<file path="src/hw/rtl/lsse_pkg.sv">
// Package with item types, register codes and reset values for the LED strip symbol encoder.
`default_nettype none

package lsse_pkg;

  localparam int unsigned SYMBOL_BITS   = 10;
  localparam int unsigned BYTE_BITS     = 8;
  localparam int unsigned WORD_BITS     = 16;
  localparam int unsigned GAP_BITS      = 7;
  localparam int unsigned BYTE_WORDS    = 5;
  localparam int unsigned MAX_GAP_WORDS = 64;
  localparam int unsigned CFG_IDX_BITS  = 2;

  localparam logic [CFG_IDX_BITS-1:0] CFG_ONE_PATTERN  = 2'd0;
  localparam logic [CFG_IDX_BITS-1:0] CFG_ZERO_PATTERN = 2'd1;
  localparam logic [CFG_IDX_BITS-1:0] CFG_GAP_WORDS    = 2'd2;

  localparam logic [SYMBOL_BITS-1:0] ONE_PATTERN_RST  = 10'h3E0;
  localparam logic [SYMBOL_BITS-1:0] ZERO_PATTERN_RST = 10'h380;
  localparam logic [GAP_BITS-1:0]    GAP_WORDS_RST    = 7'd40;

  localparam logic CMD_DATA = 1'b0;
  localparam logic CMD_GAP  = 1'b1;

  typedef struct packed {
    logic                 command;
    logic [BYTE_BITS-1:0] data_byte;
  } in_item_t;

  typedef struct packed {
    logic [WORD_BITS-1:0] line_word;
    logic                 last_word;
  } out_item_t;

  typedef struct packed {
    logic [SYMBOL_BITS-1:0] one_pattern;
    logic [SYMBOL_BITS-1:0] zero_pattern;
    logic [GAP_BITS-1:0]    gap_words;
  } cfg_t;

endpackage

`default_nettype wire

</file>
<file path="src/hw/rtl/lsse_cfg_regs.sv">
// Configuration registers for the LED strip symbol encoder.
`default_nettype none

module lsse_cfg_regs (
  input  wire logic                                clk,
  input  wire logic                                rst_n,
  input  wire logic                                cfg_we,
  input  wire logic [lsse_pkg::CFG_IDX_BITS-1:0]   cfg_index,
  input  wire logic [lsse_pkg::SYMBOL_BITS-1:0]    cfg_wdata,
  output lsse_pkg::cfg_t                           cfg
);

  lsse_pkg::cfg_t cfg_r;
  lsse_pkg::cfg_t cfg_nxt;

  always_comb begin
    cfg_nxt = cfg_r;
    if (cfg_we) begin
      case (cfg_index)
        lsse_pkg::CFG_ONE_PATTERN:  cfg_nxt.one_pattern  = cfg_wdata;
        lsse_pkg::CFG_ZERO_PATTERN: cfg_nxt.zero_pattern = cfg_wdata;
        lsse_pkg::CFG_GAP_WORDS:    cfg_nxt.gap_words    = cfg_wdata[lsse_pkg::GAP_BITS-1:0];
        default:                    cfg_nxt = cfg_r;
      endcase
    end
  end

  always_ff @(posedge clk) begin
    if (!rst_n) begin
      cfg_r.one_pattern  <= lsse_pkg::ONE_PATTERN_RST;
      cfg_r.zero_pattern <= lsse_pkg::ZERO_PATTERN_RST;
      cfg_r.gap_words    <= lsse_pkg::GAP_WORDS_RST;
    end else begin
      cfg_r <= cfg_nxt;
    end
  end

  assign cfg = cfg_r;

endmodule

`default_nettype wire

</file>
<file path="src/hw/rtl/lsse_word_gen.sv">
// Item register, word counter and symbol word selection for the LED strip symbol encoder.
`default_nettype none

module lsse_word_gen #(
  parameter int unsigned MAX_GAP_WORDS = lsse_pkg::MAX_GAP_WORDS
) (
  input  wire logic          clk,
  input  wire logic          rst_n,
  input  wire lsse_pkg::cfg_t     cfg,
  input  wire logic          in_valid,
  input  wire lsse_pkg::in_item_t in_item,
  output logic               in_stall,
  input  wire logic          load_en,
  output logic               word_valid,
  output lsse_pkg::out_item_t word
);

  localparam int unsigned CNT_RAW = $clog2(MAX_GAP_WORDS + 1);
  localparam int unsigned CW      = (CNT_RAW > 3) ? CNT_RAW : 3;
  localparam int unsigned STREAM  = lsse_pkg::BYTE_BITS * lsse_pkg::SYMBOL_BITS;

  logic                          a_valid_r, a_valid_nxt;
  logic                          a_cmd_r;
  logic [lsse_pkg::BYTE_BITS-1:0] a_data_r;
  logic [CW-1:0]                 a_idx_r, a_idx_nxt;

  logic [lsse_pkg::GAP_BITS-1:0] gap_sat;
  logic [CW-1:0]                 gap_n;
  logic [CW-1:0]                 total;
  logic                          a_last;
  logic                          take;
  logic                          issue;
  logic                          keep_item;
  logic [STREAM-1:0]             stream;
  logic [lsse_pkg::WORD_BITS-1:0] data_word;

  assign gap_sat = (cfg.gap_words > lsse_pkg::GAP_BITS'(MAX_GAP_WORDS))
                   ? lsse_pkg::GAP_BITS'(MAX_GAP_WORDS) : cfg.gap_words;
  assign gap_n   = CW'(gap_sat);
  assign total   = (a_cmd_r == lsse_pkg::CMD_GAP) ? gap_n : CW'(lsse_pkg::BYTE_WORDS);
  assign a_last  = (a_idx_r == (total - CW'(1)));

  assign issue     = a_valid_r && load_en;
  assign in_stall  = a_valid_r && !(load_en && a_last);
  assign take      = in_valid && !in_stall;
  assign keep_item = (in_item.command == lsse_pkg::CMD_DATA) || (gap_n != '0);

  always_comb begin
    for (int b = 0; b < lsse_pkg::BYTE_BITS; b++) begin
      stream[b*lsse_pkg::SYMBOL_BITS +: lsse_pkg::SYMBOL_BITS] =
        a_data_r[b] ? cfg.one_pattern : cfg.zero_pattern;
    end
  end

  always_comb begin
    case (a_idx_r[2:0])
      3'd0:    data_word = stream[79:64];
      3'd1:    data_word = stream[63:48];
      3'd2:    data_word = stream[47:32];
      3'd3:    data_word = stream[31:16];
      3'd4:    data_word = stream[15:0];
      default: data_word = '0;
    endcase
  end

  assign word_valid     = a_valid_r;
  assign word.line_word = (a_cmd_r == lsse_pkg::CMD_GAP) ? '0 : data_word;
  assign word.last_word = a_last;

  always_comb begin
    a_valid_nxt = a_valid_r;
    a_idx_nxt   = a_idx_r;
    if (take) begin
      a_valid_nxt = keep_item;
      a_idx_nxt   = '0;
    end else if (issue) begin
      a_valid_nxt = !a_last;
      a_idx_nxt   = a_idx_r + CW'(1);
    end
  end

  always_ff @(posedge clk) begin
    if (!rst_n) begin
      a_valid_r <= 1'b0;
      a_idx_r   <= '0;
    end else begin
      a_valid_r <= a_valid_nxt;
      a_idx_r   <= a_idx_nxt;
    end
  end

  always_ff @(posedge clk) begin
    if (take) begin
      a_cmd_r  <= in_item.command;
      a_data_r <= in_item.data_byte;
    end
  end

endmodule

`default_nettype wire

</file>
<file path="src/hw/rtl/led_strip_symbol_encoder_core.sv">
// Top level of the LED strip symbol encoder: config, word generator and output register.
//
//   port group | direction | handshake        | payload
//   in_*       | input     | in_valid/in_stall | lsse_pkg::in_item_t (command, data_byte)
//   out_*      | output    | out_valid/out_stall | lsse_pkg::out_item_t (line_word, last_word)
//   cfg_*      | input     | cfg_we            | cfg_index, cfg_wdata
//
// One word leaves per cycle while out is not stalled: a data byte gives 5 words,
// a gap command min(gap_words, MAX_GAP_WORDS); a gap of zero words is accepted but gives none.
// The output port sets the rate; the next item is taken in the cycle its predecessor's last
// word moves into the output register. Words pass the item register, then the output register.
// Reset clears the item and output valid bits and loads the register reset values.
// A stall on out holds the output register and back-pressures in.
`default_nettype none

module led_strip_symbol_encoder_core #(
  parameter int unsigned MAX_GAP_WORDS = lsse_pkg::MAX_GAP_WORDS
) (
  input  wire logic                              clk,
  input  wire logic                              rst_n,
  input  wire logic                              in_valid,
  output logic                                   in_stall,
  input  wire lsse_pkg::in_item_t                in_item,
  output logic                                   out_valid,
  input  wire logic                              out_stall,
  output lsse_pkg::out_item_t                    out_item,
  input  wire logic                              cfg_we,
  input  wire logic [lsse_pkg::CFG_IDX_BITS-1:0] cfg_index,
  input  wire logic [lsse_pkg::SYMBOL_BITS-1:0]  cfg_wdata
);

  lsse_pkg::cfg_t      cfg;
  lsse_pkg::out_item_t word;
  logic                word_valid;
  logic                load_en;

  logic                out_valid_r, out_valid_nxt;
  lsse_pkg::out_item_t out_item_r;

  lsse_cfg_regs u_cfg (
    .clk       (clk),
    .rst_n     (rst_n),
    .cfg_we    (cfg_we),
    .cfg_index (cfg_index),
    .cfg_wdata (cfg_wdata),
    .cfg       (cfg)
  );

  lsse_word_gen #(
    .MAX_GAP_WORDS (MAX_GAP_WORDS)
  ) u_gen (
    .clk        (clk),
    .rst_n      (rst_n),
    .cfg        (cfg),
    .in_valid   (in_valid),
    .in_item    (in_item),
    .in_stall   (in_stall),
    .load_en    (load_en),
    .word_valid (word_valid),
    .word       (word)
  );

  assign load_en = !out_valid_r || !out_stall;

  always_comb begin
    out_valid_nxt = out_valid_r;
    if (load_en) begin
      out_valid_nxt = word_valid;
    end
  end

  always_ff @(posedge clk) begin
    if (!rst_n) begin
      out_valid_r <= 1'b0;
    end else begin
      out_valid_r <= out_valid_nxt;
    end
  end

  always_ff @(posedge clk) begin
    if (load_en && word_valid) begin
      out_item_r <= word;
    end
  end

  assign out_valid = out_valid_r;
  assign out_item  = out_item_r;

  a_issue_lands: assert property (@(posedge clk) disable iff (!rst_n)
    word_valid && load_en |=> out_valid_r)
    else $error("issued word not captured in output register");

  a_data_starts: assert property (@(posedge clk) disable iff (!rst_n)
    in_valid && !in_stall && (in_item.command == lsse_pkg::CMD_DATA) |=> word_valid)
    else $error("accepted data item produced no word");

  a_rest_pending: assert property (@(posedge clk) disable iff (!rst_n)
    out_valid_r && !out_item_r.last_word |-> word_valid)
    else $error("item words lost before its last word");

endmodule

`default_nettype wire
</file>
<file path="config.mk">
export PLATFORM = sky130hd
export DESIGN_NAME = led_strip_symbol_encoder_core
export DESIGN_NICKNAME = d
export VERILOG_FILES = /design/src/hw/rtl/lsse_pkg.sv /design/src/hw/rtl/lsse_cfg_regs.sv /design/src/hw/rtl/lsse_word_gen.sv /design/src/hw/rtl/led_strip_symbol_encoder_core.sv
export SDC_FILE = /design/constraint.sdc
export NUM_CORES = 1
export LEC_CHECK = 0
export BUFFER_PORTS_ARGS = -buffer_cell sky130_fd_sc_hd__buf_2
export CORE_MARGIN = 5
export CORE_UTILIZATION = 55
export CTS_BUF_LIST = sky130_fd_sc_hd__clkbuf_8
export DETAILED_ROUTE_END_ITERATION = 10
export HOLD_SLACK_MARGIN = 0.02
export PLACE_DENSITY = 0.76
export SLEW_MARGIN = 20
export SYNTH_ARGS = -nofsm -noshare
export SYNTH_HDL_FRONTEND = slang
export SYNTH_HIERARCHICAL = 1
export SYNTH_SLANG_ARGS = --single-unit
</file>
<file path="constraint.sdc">
create_clock -name clk -period 3.6 [get_ports clk]
set_clock_uncertainty 0.1 [all_clocks]
set_input_delay 0.36 -clock clk [delete_from_list [all_inputs] [get_ports clk]]
set_output_delay 0.36 -clock clk [all_outputs]
set_load 0.05 [all_outputs]
</file>
==> results.json, run 1 <==
{
  "outcome": "finished, final reports clean",
  "syn-cell-area_sq_mm": 0.004128,
  "finalWorstPathRequiredPeriod_ps": 3319,
  "grt_pass1_vias": 3272,
  "slew_headroom_pct": 46.93,
  "use_met2_pct": 33.39,
  "ys_ff_latch": 62,
  "worst-endpoint-required_ps": 3140,
  "grt_use_total_pct": 22.10,
  "areaGrowthSynthToFinish_pct": 11.34,
  "drive_above_1_share_pct": 25.32,
  "yosysUniqueCellTypes": 51,
  "floorplan.initialDensity_pct": 56.61,
  "ant_nets": 0,
  "sw_frac_of_total_pct": 28.77,
  "drt-initial-drc-count": 300,
  "dieArea_sq_mm": 0.009337,
  "hold_class": "in -> reg",
  "io_pins": 45,
  "num_rows": 31,
  "cp_max_fo": 15,
  "avgSynthCellArea_sq_um": 9.467,
  "grt-busiest-layer": "met2",
  "root_buffer": "clkbuf_8",
  "setup_viol": 0,
  "cp-start-kind": "register",
  "period_share_pct": 92.20,
  "cts-buffers-inserted": 9,
  "grt_max_degree": 42,
  "drcViolationCount": 0,
  "finalHoldViolations": 0,
  "die_height_microns": 96.63,
  "ys.flop_type": "dfxtp_1",
  "yosys_warnings": 6,
  "clk_latency_ps": 350,
  "synth_edf_count": 26,
  "first_pass_iters": 5,
  "fin_nets": 497,
  "final_common_cell": "nand2_1",
  "end_kind": "output pin",
  "total_leakage_power_nw": 1.870,
  "p_int_mw": 1.282,
  "seqPwrFrac_pct": 46.6,
  "grt_pass1_wl_microns": 16910,
  "fmax_ghz": 0.3013,
  "clk_pin_slew_ps": 70,
  "dr_total_vias": 3429,
  "h-tree-depth": 3,
  "tritoncts": "yes",
  "p_comb_share_pct": 16.6,
  "async_reset_ff_share_pct": 0,
  "insertedDiodeCount": 0,
  "viasPerCell": 6.026,
  "clockPowerShare_pct": 36.8,
  "p_switching_uw": 517.7,
  "numPortBuffers": 44,
  "yosysSeqAreaShare_pct": 36.37,
  "use_met3_pct": 4.604,
  "crit_type": "reg -> out",
  "power_density_mw_per_mm2": 391.6,
  "arrival_ps": 2860,
  "netlist_instances": 436,
  "antenna_found_initial": 0,
  "grt_remaining_overflow": 0,
  "fin_setup_tns_ps": 0,
  "clock_sinks": 62,
  "globalplace.congestion": 0.9213,
  "syn_nets": 468,
  "wire_per_inst_microns": 18.25,
  "final_cell_mix": "nand2_1 (79), mux2i_1 (57), mux2_2 (48)",
  "dpl_cell_area_sq_mm": 0.004382,
  "die_x_microns": 96.63,
  "core_area_sq_mm": 0.007292,
  "worst_slew_pin_slew_ps": 796.1,
  "routed_wl_microns": 10390,
  "final_cell_area_sq_mm": 0.004596,
  "cap_violations": 0,
  "ir_drop_mv": 0.3318,
  "maxSlewViolCount": 0,
  "grt_util_met1_pct": 30.72,
  "grt_setup_unrepaired": "no",
  "dpl.hpwl_microns": 6837,
  "cts_max_path_buffers": 2
}
repair_timing:
| action | CTS | global route |
|---|---|---|
| gates resized for setup | 0 | 1 |
| setup buffers | 0 | 0 |
| hold buffers | 0 | 0 |
| endpoints found under the setup margin | 0 | 1 |
Yosys cell counts (all sizes together) (2+ instances only):
library cell  count  share of area (%)
nand3b            3               0.55
o21ai             3               0.36
inv               9               0.82
o211ai            3               0.55
xor2              4               0.85
o41ai             2               0.42
mux2i            57                 14
nand3            20                2.4
nor2b            15                2.3
nand4b            2               0.42
a22oi            16                2.9
clkbuf           25                2.3
edfxtp           26                 19
nor4              3               0.45
buf               6                1.0
dfxtp            36                 17
nand2            79                7.2
a21oi             6               0.73
o31ai             2               0.49
mux2             48                 13
ha                6                1.8
o31a              2               0.42
o311ai            2               0.85
nand2b            4               0.61
a31oi            17                2.6
or3               2               0.42
nor4b             2               0.42
and3b             2               0.42
and2              3               0.45
xnor2             4               0.85
nor2             12                1.1
per-stage QoR:
stage          worst slack [ps]  instances  util, %  hold WS [ps]  power [mW]
3_5_place_dp              369.4        553    60.09         405.5       1.147
3_3_place_gp              514.8        553    60.09         400.4       1.141
5_1_grt                   59.81        569    63.02         83.30       1.870
2_1_floorplan             619.6        436        -         358.9       1.067
6_report                  280.9        569    63.02         91.37       1.800
4_1_cts                   170.4        569    63.01         79.14       1.807
layer usage:
metal,part of all wire (%),vias to the layer above,routed length [microns]
met4,1.4,0,145
li1,-,1651,-
met3,6.7,12,699
met2,45,144,4636
met5,0,-,0
met1,47,1622,4903
worst max-delay path, stage by stage (launching register included):
cell and delay [ps]:
edfxtp_1 590, and2_1 190, ha_1 240, nand2_1 90, nor4b_1 280, o21ai_0 120, a221o_1 420, o31ai_2 310
inv_1 60, buf_2 210
layout make-up:
class	instances	area (sq um)
Clock buffer	9	123.9
Clock inverter	7	88.84
Fill cell	641	2696
Inverter	10	37.54
Multi-Input combinational cell	333	2461
Sequential cell	62	1503
Tap cell	99	123.9
Timing Repair Buffer	49	257.7
path summary, 6_finish.rpt:
kind                                     from                 to  slack [ps]  cells after the start
worst max register to register  u_gen/a_cmd_r  u_gen/a_data_r[7]         480                      8
worst min-delay path               in_item[0]  u_gen/a_data_r[0]          90                      1
worst min register to register   u_cfg/cfg[0]       u_cfg/cfg[0]         420                      2
worst max-delay path            u_gen/a_cmd_r           in_stall         280                      9
flip-flops by register name, indices dropped and copies added, names as in the netlist:
name              cells
u_gen/a_cmd_r         1
out_valid             1
out_item             17
u_cfg/cfg            27
u_gen/a_data_r        8
u_gen/a_idx_r         7
u_gen/word_valid      1
cell families after synthesis:
family          after synthesis  synth area share (%)
xor+xnor                      8                 1.697
buf+inv                      41                 4.183
mux                         105                 26.92
fa+ha+maj                     6                 1.819
flops                        62                 36.37
simple gates                155                 18.49
compound gates               59                 10.52
power groups by stage:
stage | Clock [mW] | Sequential, mW | Combinational (mW)
2_1_floorplan | 0 | 0.870 | 0.196
4_1_cts | 0.673 | 0.836 | 0.298
6_report | 0.662 | 0.839 | 0.298
3_3_place_gp | 0 | 0.850 | 0.291
3_5_place_dp | 0 | 0.851 | 0.296
5_1_grt | 0.707 | 0.842 | 0.322
(Power assumes the default switching activity.)
==> inputs of run 2 (changes only) <==
--- a/config.mk
+++ b/config.mk
@@ -11,7 +11,7 @@
 export CTS_BUF_LIST = sky130_fd_sc_hd__clkbuf_8
 export DETAILED_ROUTE_END_ITERATION = 10
 export HOLD_SLACK_MARGIN = 0.02
-export PLACE_DENSITY = 0.76
+export PLACE_DENSITY = 0.79
 export SLEW_MARGIN = 20
 export SYNTH_ARGS = -nofsm -noshare
 export SYNTH_HDL_FRONTEND = slang
==> constraint.sdc (replaced) <==
create_clock -name clk -period 2.85 [get_ports clk]
set_clock_uncertainty 0.1 [all_clocks]
set_input_delay 0.285 -clock clk [delete_from_list [all_inputs] [get_ports clk]]
set_output_delay 0.285 -clock clk [all_outputs]
set_load 0.05 [all_outputs]
==> run 2 against run 1 <==
The run now ends with negative setup slack left. Clock power increased by 28%. Combinational power increased by 38%. Design area increased by 3.5%. Count of clock-buffer cells in the layout increased by 1. Sequential share of layout area decreased by 1.1 points. Power increased by 29%. Sequential power increased by 26%. Hold slack got worse by 53 ps. Critical path depth decreased by 2. Non-clock buffer count increased by 14.
==> results.json, run 2 (synthesis gave the netlist of run 1 again) <==
{
  "p_int_mw": 1.663,
  "root_buffer": "clkbuf_8",
  "routed_wl_microns": 10890,
  "period_share_pct": 102.6,
  "cp_max_fo": 5,
  "areaGrowthSynthToFinish_pct": 15.28,
  "drive_above_1_share_pct": 26.60,
  "antenna_found_initial": 0,
  "pre_cts_slack_ps": 51.10,
  "clockPowerShare_pct": 36.6,
  "grt-busiest-layer": "met2",
  "grt_setup_unrepaired": "yes",
  "final_common_cell": "nand2_1",
  "violations": "negative setup slack",
  "fin_nets": 512,
  "hold_class": "in -> reg",
  "ant_nets": 0,
  "maxSlewViolCount": 0,
  "io_pins": 45,
  "arrival_ps": 2540,
  "seqPwrFrac_pct": 45.6,
  "globalplace.congestion": 0.9406,
  "wire_per_inst_microns": 18.65,
  "crit_slowest_cell": "or3_4",
  "crit_type": "reg -> out",
  "r2r_end": "u_gen/a_data_r[4]",
  "layout_setup_ws_ps": -74.45,
  "grt_pass1_vias": 3507,
  "grt_util_met1_pct": 28.30,
  "hold_depth": 1,
  "r2r-start": "u_cfg/cfg[0]",
  "drt-initial-drc-count": 274,
  "tritoncts": "yes",
  "viasPerCell": 6.209,
  "clk_latency_ps": 350,
  "largest_reg_flops": 27,
  "min_from": "in_item[5]",
  "cap_violations": 0,
  "use_met2_pct": 37.53,
  "insertedDiodeCount": 0,
  "dpl.hpwl_microns": 7104,
  "dieArea_sq_mm": 0.009337,
  "layoutNonFillerInstCount": 584,
  "clock_sinks": 62,
  "finalPower_mw": 2.317,
  "cts-buffers-inserted": 9,
  "dpl_cell_area_sq_mm": 0.004405,
  "cts_max_path_buffers": 2,
  "p_switching_uw": 654.6,
  "clk_pin_slew_ps": 60,
  "final_cell_mix": "nand2_1 (79), mux2i_1 (57), mux2_2 (48)",
  "grt_use_total_pct": 22.75,
  "h-tree-depth": 3,
  "r2r_slack_ps": 40,
  "dr_total_vias": 3626,
  "worstHoldEndpoint": "u_gen/a_data_r[5]",
  "die_height_microns": 96.63,
  "grt_max_degree": 42,
  "p_comb_share_pct": 17.8,
  "worst_slew_pin_slew_ps": 878.8,
  "grt_pass1_wl_microns": 17400,
  "max_stage_delay_ps": 400,
  "fmax_ghz": 0.3419,
  "drcViolationCount": 0,
  "cp-start-kind": "register",
  "total_leakage_power_nw": 1.960,
  "outcome": "finished, violations left",
  "grt_remaining_overflow": 0,
  "dp_cells": 556,
  "end_kind": "output pin",
  "worst-endpoint-required_ps": 2470,
  "power_density_mw_per_mm2": 487.0,
  "reg2regPathDepth": 8,
  "slew_headroom_pct": 41.41,
  "ir_drop_mv": 0.2875,
  "die_x_microns": 96.63,
  "first_pass_iters": 6,
  "core_area_sq_mm": 0.007292,
  "floorplan.initialDensity_pct": 56.61,
  "setup_viol": 1,
  "finalHoldViolations": 0,
  "num_rows": 31,
  "use_met3_pct": 5.180,
  "sw_frac_of_total_pct": 28.25,
  "numPortBuffers": 44,
  "path_cells": "or3_4, o31a_1, or3_1, a221o_1, o31ai_2, inv_1, buf_6",
  "finalWorstPathRequiredPeriod_ps": 2924,
  "final_cell_area_sq_mm": 0.004758
}
-- run 2: changes by cell type in the layout (fill, tap and decap cells not counted), moves of 2 or more --
cell           before  now
and2_4              0    2
clkinvlp_4          2    0
buf_4               5   11
inv_1               9   12
clkinv_2            2    0
dlygate4sd3_1       0    7
buf_6               0    2
-- run 2: power by group through the flow --
stage | combinational [mW] | sequential (mW) | clock [mW]
2_1_floorplan | 0.249 | 1.10 | 0
3_3_place_gp | 0.374 | 1.07 | 0
3_5_place_dp | 0.383 | 1.07 | 0
4_1_cts | 0.399 | 1.05 | 0.861
5_1_grt | 0.440 | 1.06 | 0.911
6_report | 0.412 | 1.06 | 0.849
-- run 2: what timing repair did --
item	CTS	global route
endpoints found under the hold margin	4	3
setup endpoints to repair	1	10
pin swaps	2	1
gates resized for setup	6	3
buffers inserted	3	1
hold buffers	4	3
gates cloned	0	1
-- run 2: worst max-delay path: cells and delay by family, from the launching register on --
| family | cells | cell delay (ps) |
|---|---|---|
| compound gates | 3 | 880 |
| buf+inv | 2 | 250 |
| flops | 1 | 350 |
| simple gates | 2 | 730 |
-- run 2: through the flow --
stage	hold WS (ps)	setup TNS (ps)	util (%)
6_report	38.72	-74.45	65.25
5_1_grt	22.79	-208.5	65.25
4_1_cts	20.11	-56.60	64.50
3_5_place_dp	363.5	0	60.42
3_3_place_gp	367.2	0	60.42
2_1_floorplan	283.9	0	-
-- run 2: cell type report --
| type | instances | area, sq um |
|---|---|---|
| fill | 599 | 2534 |
| multi-input combinational | 334 | 2489 |
| sequential | 62 | 1503 |
| timing repair buffer | 63 | 390.4 |
| clock buffer | 10 | 137.6 |
| tap | 99 | 123.9 |
| clock inverter | 6 | 77.57 |
| inverter | 10 | 37.54 |
-- run 2: how the worst max path moves through the flow --
| stage | start | to | slack, ps | cells after the start |
|---|---|---|---|---|
| after floorplan | u_gen/a_idx_r[2] | out_item[10] | 80 | 8 |
| after global placement | u_cfg/cfg[0] | u_gen/a_data_r[2] | 160 | 6 |
| after detailed placement | u_cfg/cfg[6] | u_gen/a_data_r[0] | 50 | 9 |
| after CTS | u_cfg/cfg[0] | in_stall | -60 | 7 |
| after global routing | u_cfg/cfg[0] | in_stall | -160 | 7 |
| final | u_cfg/cfg[0] | in_stall | -70 | 7 |
-- run 2: metal layers --
metal / routed length, microns / part of all wire [%]
met1: 4649 / 43
met2: 5099 / 47
met3: 874 / 8.0
met4: 271 / 2.5
met5: 0 / 0
